--- src/zcdc_pkg.sv ---
package zcdc_pkg;

  localparam int TOTAL_WIDTH = 48;
  localparam int HDR_LEN = 46;
  localparam logic [31:0] SIG_CENTRAL = 32'h02014b50;

  typedef enum logic [2:0] {
    ST_OK = 3'd0,
    ST_ENTRY_LIMIT = 3'd1,
    ST_MALFORMED = 3'd2,
    ST_NAME_RANGE = 3'd3,
    ST_ENCRYPTED = 3'd4,
    ST_UNSAFE_PATH = 3'd5,
    ST_LINK = 3'd6,
    ST_EXPANSION = 3'd7
  } status_t;

  localparam logic [1:0] REG_EXPECTED = 2'd0;
  localparam logic [1:0] REG_MAX_COUNT = 2'd1;
  localparam logic [1:0] REG_MAX_BYTES = 2'd2;

  typedef struct packed {
    logic [7:0] data_byte;
    logic       end_of_directory;
  } in_word_t;

  typedef struct packed {
    logic        is_entry;
    logic [2:0]  status;
    logic [31:0] compressed_size;
    logic [31:0] expanded_size;
    logic        is_directory;
    logic [15:0] entry_number;
    logic        last;
  } out_word_t;

  typedef struct packed {
    logic [15:0] expected_entries;
    logic [15:0] max_entry_count;
    logic [47:0] max_expanded_bytes;
  } cfg_t;

  // path checker state
  typedef struct packed {
    logic       bad;
    logic [1:0] comp;
    logic       alpha;
    logic [2:0] stem;
    logic       dot;
    logic       sep;
    logic [31:0] prefix;
  } path_t;

endpackage

--- src/zcdc_path.sv ---
// One name character through the path-safety tracker, plus the final verdict.
module zcdc_path (
  input  zcdc_pkg::path_t    cur,
  input  logic [7:0]         c,
  input  logic               first,
  input  logic               second,
  output zcdc_pkg::path_t    nxt,
  input  zcdc_pkg::path_t    fin,
  input  logic [15:0]        nlen,
  output logic               unsafe
);
  import zcdc_pkg::*;

  logic sep, alpha;
  logic [7:0] u;
  logic [23:0] head;
  logic [7:0] dig;

  always_comb begin
    sep = (c == 8'h2f) || (c == 8'h5c);
    alpha = ((c | 8'h20) >= 8'h61) && ((c | 8'h20) <= 8'h7a);
    u = (c >= 8'h61 && c <= 8'h7a) ? c - 8'd32 : c;
    nxt = cur;
    if (first) begin
      if (sep) nxt.bad = 1'b1;
      if (alpha) nxt.alpha = 1'b1;
    end
    if (second && c == 8'h3a && cur.alpha) nxt.bad = 1'b1;
    if (sep) begin
      if (cur.comp == 2'd2) nxt.bad = 1'b1;
      nxt.comp = 2'd0;
      nxt.stem = 3'd0;
      nxt.dot = 1'b0;
      nxt.prefix = '0;
      nxt.sep = 1'b1;
    end else begin
      nxt.sep = 1'b0;
      if (c == 8'h2e) nxt.comp = (cur.comp < 2'd3) ? cur.comp + 2'd1 : 2'd3;
      else nxt.comp = 2'd3;
      if (!cur.dot) begin
        if (c == 8'h2e) nxt.dot = 1'b1;
        else begin
          case (cur.stem)
            3'd0: nxt.prefix[7:0] = cur.prefix[7:0] | u;
            3'd1: nxt.prefix[15:8] = cur.prefix[15:8] | u;
            3'd2: nxt.prefix[23:16] = cur.prefix[23:16] | u;
            3'd3: nxt.prefix[31:24] = cur.prefix[31:24] | u;
            default: ;
          endcase
          if (cur.stem < 3'd5) nxt.stem = cur.stem + 3'd1;
        end
      end
    end
  end

  always_comb begin
    head = fin.prefix[23:0];
    dig = fin.prefix[31:24];
    unsafe = (nlen == 16'd0) || fin.bad || (fin.comp == 2'd2);
    if (fin.stem == 3'd3 && (fin.prefix == 32'h004e4f43 || fin.prefix == 32'h004e5250 ||
        fin.prefix == 32'h00585541 || fin.prefix == 32'h004c554e)) unsafe = 1'b1;
    if (fin.stem == 3'd4 && (head == 24'h4d4f43 || head == 24'h54504c) &&
        dig >= 8'h31 && dig <= 8'h39) unsafe = 1'b1;
  end

endmodule

--- src/zcdc_out_queue.sv ---
// Four-entry result queue; one byte may cause two words.
module zcdc_out_queue (
  input  logic                clk,
  input  logic                rst,
  input  logic [1:0]          push_n,
  input  zcdc_pkg::out_word_t w0,
  input  zcdc_pkg::out_word_t w1,
  output logic                space2,
  output zcdc_pkg::out_word_t out_word,
  output logic                out_valid,
  input  logic                out_ready
);
  import zcdc_pkg::*;

  out_word_t q [4];
  logic [1:0] rd, wr;
  logic [2:0] cnt;
  logic pop;

  assign pop = out_valid && out_ready;
  assign out_valid = cnt != 3'd0;
  assign out_word = q[rd];
  assign space2 = cnt <= 3'd2;

  always_ff @(posedge clk) begin
    if (rst) begin
      rd <= '0;
      wr <= '0;
      cnt <= '0;
    end else begin
      if (push_n != 2'd0) q[wr] <= w0;
      if (push_n == 2'd2) q[wr + 2'd1] <= w1;
      wr <= wr + push_n;
      if (pop) rd <= rd + 2'd1;
      cnt <= cnt + {1'b0, push_n} - {2'b0, pop};
    end
  end

endmodule

--- src/zip_central_directory_checker_top.sv ---
// ZIP central directory checker.
// Input channel: one directory byte per word (data_byte, end_of_directory)
// on in_valid/in_ready. Output channel: result words on out_valid/out_ready;
// each byte causes zero, one or two words, the final one flagged by last.
// Config channel: cfg_valid/cfg_ready with cfg_index (0 expected entries,
// 1 entry limit, 2 expanded-byte limit) and cfg_data; always ready.
// Throughput: one byte per cycle. All parsing for a byte is a single
// combinational pass from the state registers into a 4-word result queue,
// so a byte's result words are registered into the queue as it is accepted.
// in_ready drops only when the queue cannot take two more words, i.e.
// when the receiver stalls out_ready long enough to fill it.
// Reset (synchronous rst) clears the record position, captured header,
// counters, running size total, path tracker and the finished latch;
// config registers return to 0 / 65535 / 2^48-1.
// After an error or the final status the block latches: bytes are still
// taken but produce nothing until reset.
module zip_central_directory_checker_top (
  input  logic                clk,
  input  logic                rst,
  input  logic                in_valid,
  output logic                in_ready,
  input  zcdc_pkg::in_word_t  in_word,
  output logic                out_valid,
  input  logic                out_ready,
  output zcdc_pkg::out_word_t out_word,
  input  logic                cfg_valid,
  output logic                cfg_ready,
  input  logic [1:0]          cfg_index,
  input  logic [47:0]         cfg_data
);
  import zcdc_pkg::*;

  cfg_t cfg;
  logic [17:0] pos;
  logic [63:0] hc0, hc1, hc2;
  logic [15:0] done_cnt;
  logic [TOTAL_WIDTH-1:0] total;
  path_t pf;
  logic latched;

  logic [17:0] pos_next;
  logic [63:0] hc0_next, hc1_next, hc2_next;
  logic [15:0] done_next;
  logic [TOTAL_WIDTH-1:0] total_next;
  path_t pf_next, pf_char;
  logic latched_next;
  logic [1:0] n;
  out_word_t w0, w1, wr, wf;
  logic space2, acc;

  logic [7:0] b;
  logic [15:0] nlen, nlen_c, xlen_c, clen_c;
  logic [18:0] rec_total, name_end;
  logic in_name, unsafe;
  logic [TOTAL_WIDTH:0] sum;
  logic [TOTAL_WIDTH-1:0] sat;
  logic [2:0] st;
  logic [47:0] max_lim;
  logic take;

  assign cfg_ready = 1'b1;
  assign in_ready = space2;
  assign acc = in_valid && in_ready;
  assign b = in_word.data_byte;
  assign nlen = hc0[63:48];
  assign in_name = (pos >= 18'(HDR_LEN)) && ({1'b0, pos} < name_end);
  assign name_end = 19'(HDR_LEN) + {3'b0, nlen};
  // byte is parsed only while entries remain and the count limit holds
  assign take = (cfg.expected_entries <= cfg.max_entry_count) &&
                (done_cnt < cfg.expected_entries);

  zcdc_path u_path (
    .cur(pf), .c(b), .first(pos == 18'(HDR_LEN)), .second(pos == 18'(HDR_LEN + 1)),
    .nxt(pf_char), .fin(pf_next), .nlen(nlen_c), .unsafe(unsafe)
  );

  always_comb begin
    hc0_next = hc0;
    hc1_next = hc1;
    hc2_next = hc2;
    pf_next = pf;
    case (pos)
      18'd0: hc0_next[7:0] = b;
      18'd1: hc0_next[15:8] = b;
      18'd2: hc0_next[23:16] = b;
      18'd3: hc0_next[31:24] = b;
      18'd8: hc0_next[39:32] = b;
      18'd9: hc0_next[47:40] = b;
      18'd20: hc1_next[7:0] = b;
      18'd21: hc1_next[15:8] = b;
      18'd22: hc1_next[23:16] = b;
      18'd23: hc1_next[31:24] = b;
      18'd24: hc1_next[39:32] = b;
      18'd25: hc1_next[47:40] = b;
      18'd26: hc1_next[55:48] = b;
      18'd27: hc1_next[63:56] = b;
      18'd28: hc0_next[55:48] = b;
      18'd29: hc0_next[63:56] = b;
      18'd30: hc2_next[7:0] = b;
      18'd31: hc2_next[15:8] = b;
      18'd32: hc2_next[23:16] = b;
      18'd33: hc2_next[31:24] = b;
      18'd38: hc2_next[39:32] = b;
      18'd39: hc2_next[47:40] = b;
      18'd40: hc2_next[55:48] = b;
      18'd41: hc2_next[63:56] = b;
      default: if (in_name) pf_next = pf_char;
    endcase
    nlen_c = hc0_next[63:48];
    xlen_c = hc2_next[15:0];
    clen_c = hc2_next[31:16];
    rec_total = 19'(HDR_LEN) + {3'b0, nlen_c} + {3'b0, xlen_c} + {3'b0, clen_c};
    sum = {1'b0, total} + {{(TOTAL_WIDTH-32){1'b0}}, 1'b0, hc1_next[63:32]};
    sat = sum[TOTAL_WIDTH] ? '1 : sum[TOTAL_WIDTH-1:0];
    max_lim = cfg.max_expanded_bytes;
  end

  always_comb begin
    pos_next = pos;
    done_next = done_cnt;
    total_next = total;
    latched_next = latched;
    n = 2'd0;
    wr = '0;
    wf = '0;
    wr.entry_number = done_cnt;
    wf.entry_number = done_cnt;
    st = ST_OK;
    w0 = '0;
    w1 = '0;
    if (acc && !latched) begin
      if (cfg.expected_entries > cfg.max_entry_count) begin
        wr.status = ST_ENTRY_LIMIT;
        n = 2'd1;
        latched_next = 1'b1;
        wf = wr;
      end else begin
        if (done_cnt < cfg.expected_entries) begin
          if (pos == 18'd3 && hc0_next[31:0] != SIG_CENTRAL) begin
            wr.status = ST_MALFORMED;
            n = 2'd1;
            latched_next = 1'b1;
          end else if (pos >= 18'(HDR_LEN - 1) && ({1'b0, pos} + 19'd1 >= rec_total)) begin
            n = 2'd1;
            if (hc0_next[32]) st = ST_ENCRYPTED;
            else if (unsafe) st = ST_UNSAFE_PATH;
            else if (hc2_next[63:60] == 4'b1010) st = ST_LINK;
            else begin
              total_next = sat;
              if (64'(sat) > 64'(max_lim)) st = ST_EXPANSION;
            end
            wr.status = st;
            if (st != ST_OK) latched_next = 1'b1;
            else begin
              wr.is_entry = 1'b1;
              wr.compressed_size = hc1_next[31:0];
              wr.expanded_size = hc1_next[63:32];
              wr.is_directory = (nlen_c != 16'd0) && pf_next.sep;
              done_next = done_cnt + 16'd1;
            end
            pos_next = '0;
          end else pos_next = pos + 18'd1;
        end
        wf.entry_number = done_next;
        if (!latched_next && in_word.end_of_directory) begin
          if (done_next >= cfg.expected_entries) wf.status = ST_OK;
          else if (pos_next < 18'(HDR_LEN)) wf.status = ST_MALFORMED;
          else wf.status = ST_NAME_RANGE;
          latched_next = 1'b1;
          n = n + 2'd1;
        end
      end
      if (n == 2'd2) begin
        w0 = wr;
        w1 = wf;
        w1.last = 1'b1;
      end else if (n == 2'd1) begin
        w0 = (wr.status != ST_OK || wr.is_entry) && !(in_word.end_of_directory &&
             !wr.is_entry && wr.status == ST_OK) ? wr : wf;
        w0.last = 1'b1;
      end
    end
  end

  always_ff @(posedge clk) begin
    if (rst) begin
      cfg.expected_entries <= '0;
      cfg.max_entry_count <= 16'hffff;
      cfg.max_expanded_bytes <= '1;
      pos <= '0;
      hc0 <= '0;
      hc1 <= '0;
      hc2 <= '0;
      done_cnt <= '0;
      total <= '0;
      pf <= '0;
      latched <= 1'b0;
    end else begin
      if (cfg_valid) begin
        case (cfg_index)
          REG_EXPECTED: cfg.expected_entries <= cfg_data[15:0];
          REG_MAX_COUNT: cfg.max_entry_count <= cfg_data[15:0];
          REG_MAX_BYTES: cfg.max_expanded_bytes <= cfg_data;
          default: ;
        endcase
      end
      if (acc && !latched) begin
        pos <= pos_next;
        done_cnt <= done_next;
        total <= total_next;
        latched <= latched_next;
        if (take) begin
          if (pos_next == '0 && pos != '0 || (pos_next == '0 && n != 2'd0)) begin
            hc0 <= '0;
            hc1 <= '0;
            hc2 <= '0;
            pf <= '0;
          end else begin
            hc0 <= hc0_next;
            hc1 <= hc1_next;
            hc2 <= hc2_next;
            pf <= pf_next;
          end
        end
      end
    end
  end

  zcdc_out_queue u_q (
    .clk(clk), .rst(rst), .push_n(n), .w0(w0), .w1(w1), .space2(space2),
    .out_word(out_word), .out_valid(out_valid), .out_ready(out_ready)
  );

endmodule

--- config.mk ---
export PLATFORM = sky130hd
export DESIGN_NAME = zip_central_directory_checker_top
export DESIGN_NICKNAME = d
export VERILOG_FILES = /design/src/zcdc_pkg.sv /design/src/zcdc_path.sv /design/src/zcdc_out_queue.sv /design/src/zip_central_directory_checker_top.sv
export SDC_FILE = /design/constraint.sdc
export NUM_CORES = 2
export LEC_CHECK = 0
export BUFFER_PORTS_ARGS = -buffer_cell sky130_fd_sc_hd__clkbuf_2
export CAP_MARGIN = 0
export CORE_ASPECT_RATIO = 1.2
export CORE_MARGIN = 2
export CORE_UTILIZATION = 47
export CTS_CLUSTER_SIZE = 10
export DETAILED_ROUTE_END_ITERATION = 10
export GPL_TIMING_DRIVEN = 0
export PLACE_DENSITY_LB_ADDON = 0.1
export SLEW_MARGIN = 30
export SYNTH_ARGS = -nofsm -noshare
export SYNTH_HDL_FRONTEND = slang
export SYNTH_SLANG_ARGS = --single-unit
--- constraint.sdc ---
create_clock -name clk -period 19.2 [get_ports clk]
set_clock_uncertainty 0.15 [all_clocks]
set_input_delay 0.96 -clock clk [delete_from_list [all_inputs] [get_ports clk]]
set_output_delay 0.96 -clock clk [all_outputs]
set_load 0.05 [all_outputs]
# Yosys cells after proc, flatten, opt, wreduce, memory -nomap -nowiden

Memories as Yosys holds them, arrays and structs flattened. A register that Yosys moved wholly into a read port is not among the register bits.
Index checks and enable logic that the tools add are counted.

Input port bits: 64
Bits in registers: 360
Word-level logic and storage cells: 299
Output and inout bits: 89
Memory bits (writable): 344
Memories kept: 1

Equality and inequality tests: 50
Mux-type cells: 125
Bitwise gates (word level): 9
Add/sub/neg operators: 17
$lt $le $gt $ge: 19
Reductions and logical operators: 58

Memory list:

| memory | words | width | read ports | clocked after memory_dff | write ports | RTL line             | source |
|---|---|---|---|---|---|---|---|
| u_q.q  | 4     | 86    | 1          | 1                        | 2           | zcdc_out_queue.sv:15 | `out_word_t q [4];` |

Operators by type and width:

| kind                    | number |
|---|---|
| $mux W86                | 4 |
| $mux W8                 | 29 |
| $eq A18 B5 Y1 const B   | 12 |
| $mux W65                | 3 |
| $mux W64                | 3 |
| $mux W85                | 2 |
| $eq A18 B6 Y1 const B   | 8 |
| $mux W69                | 2 |
| $eq A32 B23 Y1 const B  | 4 |
| $mux W18                | 7 |
| $mux W41                | 3 |
| $mux W16                | 7 |
| $mux W32                | 2 |
| $mux W3                 | 17 |
| $add A48 B32 Y49        | 1 |
| $eq A24 B23 Y1 const B  | 2 |
| $gt A48 B48 Y1          | 1 |
| $mux W48                | 1 |
| $mux W37                | 1 |
| $eq A18 B2 Y1 const B   | 2 |
| $eq A18 B4 Y1 const B   | 2 |
| $ge A18 B6 Y1 const B   | 2 |
| $logic_not A18 Y1       | 2 |
| $add A6 B16 Y17 const A | 2 |
| other kinds (56)        | 159 |

# Longest topological paths before layout

Depth after elaboration: 42
Mapped depth: 51
Mapped depth without buffers: 45

# By module

Synthesis repeated with hierarchy kept, for this count alone.

Cells, all modules: 4161
Area, all modules: 42288.1 um^2

Modules (own cells, without submodules):

| module                            | times used | area an instance (um^2) | sequential area each (um^2) | cells an instance |
|---|---|---|---|---|
| zip_central_directory_checker_top | 1          | 24118.1                 | 7046.8                      | 3081 |
| zcdc_out_queue                    | 1          | 17042.6                 | 10510.1                     | 889 |
| zcdc_path                         | 1          | 1127.3                  | 0.0                         | 191 |

# Worst setup path before layout

OpenSTA, ideal clock, no wires.

Kind: reg-to-reg
Start: register pos[6]
End: memory u_q.q[3][82] (netlist name), data pin
Setup time: 0.256 ns
Clock period less this slack: 10.321 ns
Cell stages (with the launch flop): 51
Path buffers: 7
Data required time: 18.794 ns
Data arrival time: 9.915 ns
Setup slack: 8.879 ns
Cells stage by stage: dfxtp_1 > buf_2 > or4_4 > nor3_2 > nand3_1 > nor3_1 > nand2_1 > clkbuf_1 > mux2i_1 > inv_1 > ha_1 > inv_1 > fa_1 > nor2b_1 > o21a_1 > o21ai_0 > a211oi_1 > o2111ai_1 > [... 15 more ...] > nor4bb_1 > and2_1 > clkbuf_1 > buf_6 > buf_2 > xnor2_1 > ha_1 > nand2b_1 > a21oi_1 > o21ai_0 > a21oi_1 > o21ai_0 > a31oi_1 > o211ai_1 > a21oi_1 > nor2_1 > o21ai_0 > a22o_1

RTL lines:

| item                     | RTL line                                 | source |
|---|---|---|
| start: declaration       | zip_central_directory_checker_top.sv:34  | `logic [17:0] pos;` |
| start signal: assignment | zip_central_directory_checker_top.sv:208 | `pos <= pos_next;` |
| end: declaration         | zcdc_out_queue.sv:15                     |  |

==> flow_summary.toml <==
[clocking]
clk_latency_ns = 0.66
cts_setup_buffers = 0
h-tree-depth = 3
cts_tree = "done"
ctsHoldBuffers = 0
numCtsBuffers = 83
ctsResizeCount = 0
clk_pin_slew_ns = 0.06
cts.sinks = 706
clk_path_buf_depth = 3
cts_root_buf = "clkbuf_16"

[global_route]
grt_max_degree = 20
grt_pass1_vias = 32730
overflow = 0
grt_pass1_wl_um = 195400
grt.total_usage_pct = 30.41
antenna_found_initial = 0

[final_layout]
syn_to_final_growth_pct = 11.94
multi_input_area_um2 = 20900
fin_nets = 4967
drive_above_1_share_pct = 9.817
regArea_um2 = 14890
n_antenna_cell = 0
stdcell_area_um2 = 42340
nFillCells = 7734

[placement]
post_dp_cell_area_um2 = 39940
gp_congestion = 0.9486
numPortBuffers = 149
place.detailed.hpwl_um = 94080

[run]
drv_cap = 0

[drt]
drc = 0
drt-vias-per-instance = 5.982
initialDrtViolationCount = 3031
vias = 34340
wl_um = 127800
dr.pass1.iters = 5
wl_per_cell_um = 22.26
antenna_left = 0

[setup_path]
reg2reg_slack_ns = 3.52
path_max_fanout = 19
rr_startpoint = "pos[6]"
worstSetupEndpointType = "register"
timing.rr.end = "u_q.q[3][9]"
cp_top_family = "simple AND/OR/NAND/NOR gates"
cp_data_arrival_time_ns = 15.62
cp.depth = 43
critical_path_class = "register to register"
crit_end = "u_q.q[3][9]"
rr_worst_depth = 43
max_stage_delay_ns = 0.91
cp-start-kind = "register"
crit_buf_inv = 9
worstPathRequired_ns = 19.14
cp_slowest_cell = "clkinv_1"
crit_start = "pos[6]"

[power_and_ir_drop]
power_frac_seq_pct = 43.3
p_per_area_nw_per_um2 = 82.85
power_switching_mw = 1.030
peakVddDrop_uv = 62.56
p_leak_nw = 17.50
finalPower_mw = 3.508
power.internal_mw = 2.478
pwr-share-comb_pct = 14.8
switching_share_pct = 29.37
clkPwrFrac_pct = 41.9

[synthesis]
yosysTopAreaCellShare_pct = 33.34
synth_ff_type = "dfxtp_1"
yosysWarnings = 0
syn-cell-area_um2 = 37830
ys_top_cells_by_area = "dfxtp_1 (33%), ha_1 (6.9%), edfxtp_1 (6.0%), nand2_1 (5.9%), mux4_2 (5.1%)"
syn_area_per_cell_um2 = 8.526
synth_seq_cells = 706
synth_cell_types = 91
synth_edf_count = 76
ys_seq_area_share_pct = 39.37
yosys.area.top_type = "dfxtp_1"
synthArstFlopShare_pct = 0
netlist_instances = 4437
syn-num-nets = 4730

[sta]
final_max_slew_viol_count = 0
fmax_ghz = 0.06376
min_period_ns = 15.68
finalCritPeriodShare_pct = 81.69
relSlewSlack_pct = 28.55
rsz0062_at_grt = "no"
finalSetupTns_ns = 0
finalSetupViolations = 0
tightest_slew_ns = 1.068
hold_violations = 0

[hold_path]
hold_path.class = "register to register"

[die]
top_level_ports = 153
die_w_um = 263.0
start_util_pct = 47.61
core_um2 = 79460
die-area_um2 = 82780
die_y_um = 314.8
rows = 113

[status]
status = "finished, final reports clean"
-- final cells by class --
class / count / area share (%)
multi-input combinational: 3226 / 49.35
buffer: 303 / 3.162
sequential: 706 / 35.17
inverter: 202 / 1.791
timing repair buffer: 152 / 1.835
clock buffer: 107 / 5.286
clock inverter: 10 / 0.3428
tap: 1035 / 3.058
-- cells by family after synthesis --
group,after synthesis,share of synthesized area [%]
simple gates,1561,18.72
compound gates,1126,17.68
flops,706,39.37
buf+inv,505,5.517
fa+ha+maj,229,7.951
mux,202,8.272
xor+xnor,107,2.477
other cells,1,0.009913
-- layer usage --
metal	wire length, um	track usage, %	vias to the layer above
met3	9171	4.343	249
met4	4670	12.13	0
met1	55660	41.34	16490
li1	-	-	16240
met2	58290	48.89	1362
met5	0	0	-
-- state kept, by name, indices dropped and copies added (netlist names), named ones only --
name and flops:
u_q.q 344, hc1 64, hc0 49, max_lim 48, total 48, pf 41, hc2 36, cfg 32
pos 18, done_cnt 16, u_q.cnt 3, u_q.rd 2, u_q.wr 2, latched 1
-- cell usage after synthesis, types with 10 or more instances --
cell type	instances
xnor2_1	70
clkbuf_1	218
nor3b_1	10
o21ai_0	232
a21o_1	43
nor2b_1	25
buf_1	30
a211oi_1	18
a21oi_1	372
o21ai_1	172
o21bai_1	14
nand3_1	106
a31oi_1	25
buf_6	18
o21a_1	19
inv_1	197
a41oi_1	17
buf_2	33
a41o_1	11
nand2_1	590
nor2_1	420
fa_1	19
or3_1	32
nor4_1	16
mux4_2	86
nand4_1	58
mux2i_1	91
o211ai_1	75
and2_1	20
nor3_1	136
or2_2	12
edfxtp_1	76
a32oi_1	24
dfxtp_1	630
a22oi_1	14
nand2b_1	12
ha_1	210
xor2_1	37
and3_1	77
a311oi_1	14
mux2_2	24
-- tightest hold or removal path, stage by stage (launching register included) --
cell     delay (ns)
dfxtp_1        0.30
nand2_1        0.05
o21ai_1        0.05
-- worst min path at each step --
stage / from / end / slack, ns / cells past startpoint
2_1_floorplan: u_q.q[0][85] / u_q.q[0][85] / 0.27 / 2
3_3_place_gp: u_q.q[0][52] / u_q.q[0][52] / 0.28 / 2
3_5_place_dp: u_q.q[3][85] / u_q.q[3][85] / 0.28 / 2
4_1_cts: u_q.q[3][85] / u_q.q[3][85] / 0.29 / 2
5_1_grt: u_q.q[2][69] / u_q.q[2][69] / 0.31 / 2
6_report: u_q.q[1][59] / u_q.q[1][59] / 0.29 / 2
-- cell usage in the layout (no fill, tap or decap), types with 18 or more instances in the layout --
master / instances
mux4_2: 86
o211ai_1: 75
xor2_1: 37
a31oi_1: 24
clkbuf_2: 157
a32oi_1: 24
buf_6: 19
and2_1: 20
dfxtp_1: 630
clkbuf_16: 84
a211oi_1: 18
mux2i_1: 91
clkbuf_1: 230
edfxtp_1: 76
mux2_2: 24
xnor2_1: 70
nand2_1: 590
inv_1: 196
o21ai_1: 172
a21oi_1: 372
ha_1: 210
nand3_1: 106
fa_1: 19
o21ai_0: 232
nand4_1: 58
nor3_1: 133
o21a_1: 19
and3_1: 77
a21o_1: 43
buf_2: 34
nor2_1: 419
buf_1: 28
or3_1: 32
nor2b_1: 25
-- metrics by stage --
stage	std cells	setup slack [ns]	utilization (%)	hold slack [ns]
6_report	5741	3.516	53.29	0.2916
5_1_grt	5741	2.683	53.29	0.3099
4_1_cts	5740	4.113	53.26	0.2927
3_5_place_dp	5623	4.184	50.26	0.2836
3_3_place_gp	5621	3.788	50.18	0.2786
2_1_floorplan	4437	8.879	-	0.2680
-- power groups by stage --
| stage | logic [mW] | clock network [mW] | registers, mW |
|---|---|---|---|
| after CTS | 0.511 | 1.48 | 1.52 |
| after detailed placement | 0.509 | 0 | 1.55 |
| final | 0.518 | 1.47 | 1.52 |
| after global routing | 0.547 | 1.54 | 1.52 |
| after floorplan | 0.338 | 0 | 1.55 |
| after global placement | 0.509 | 0 | 1.55 |
Power figures use the tool's default switching activity.
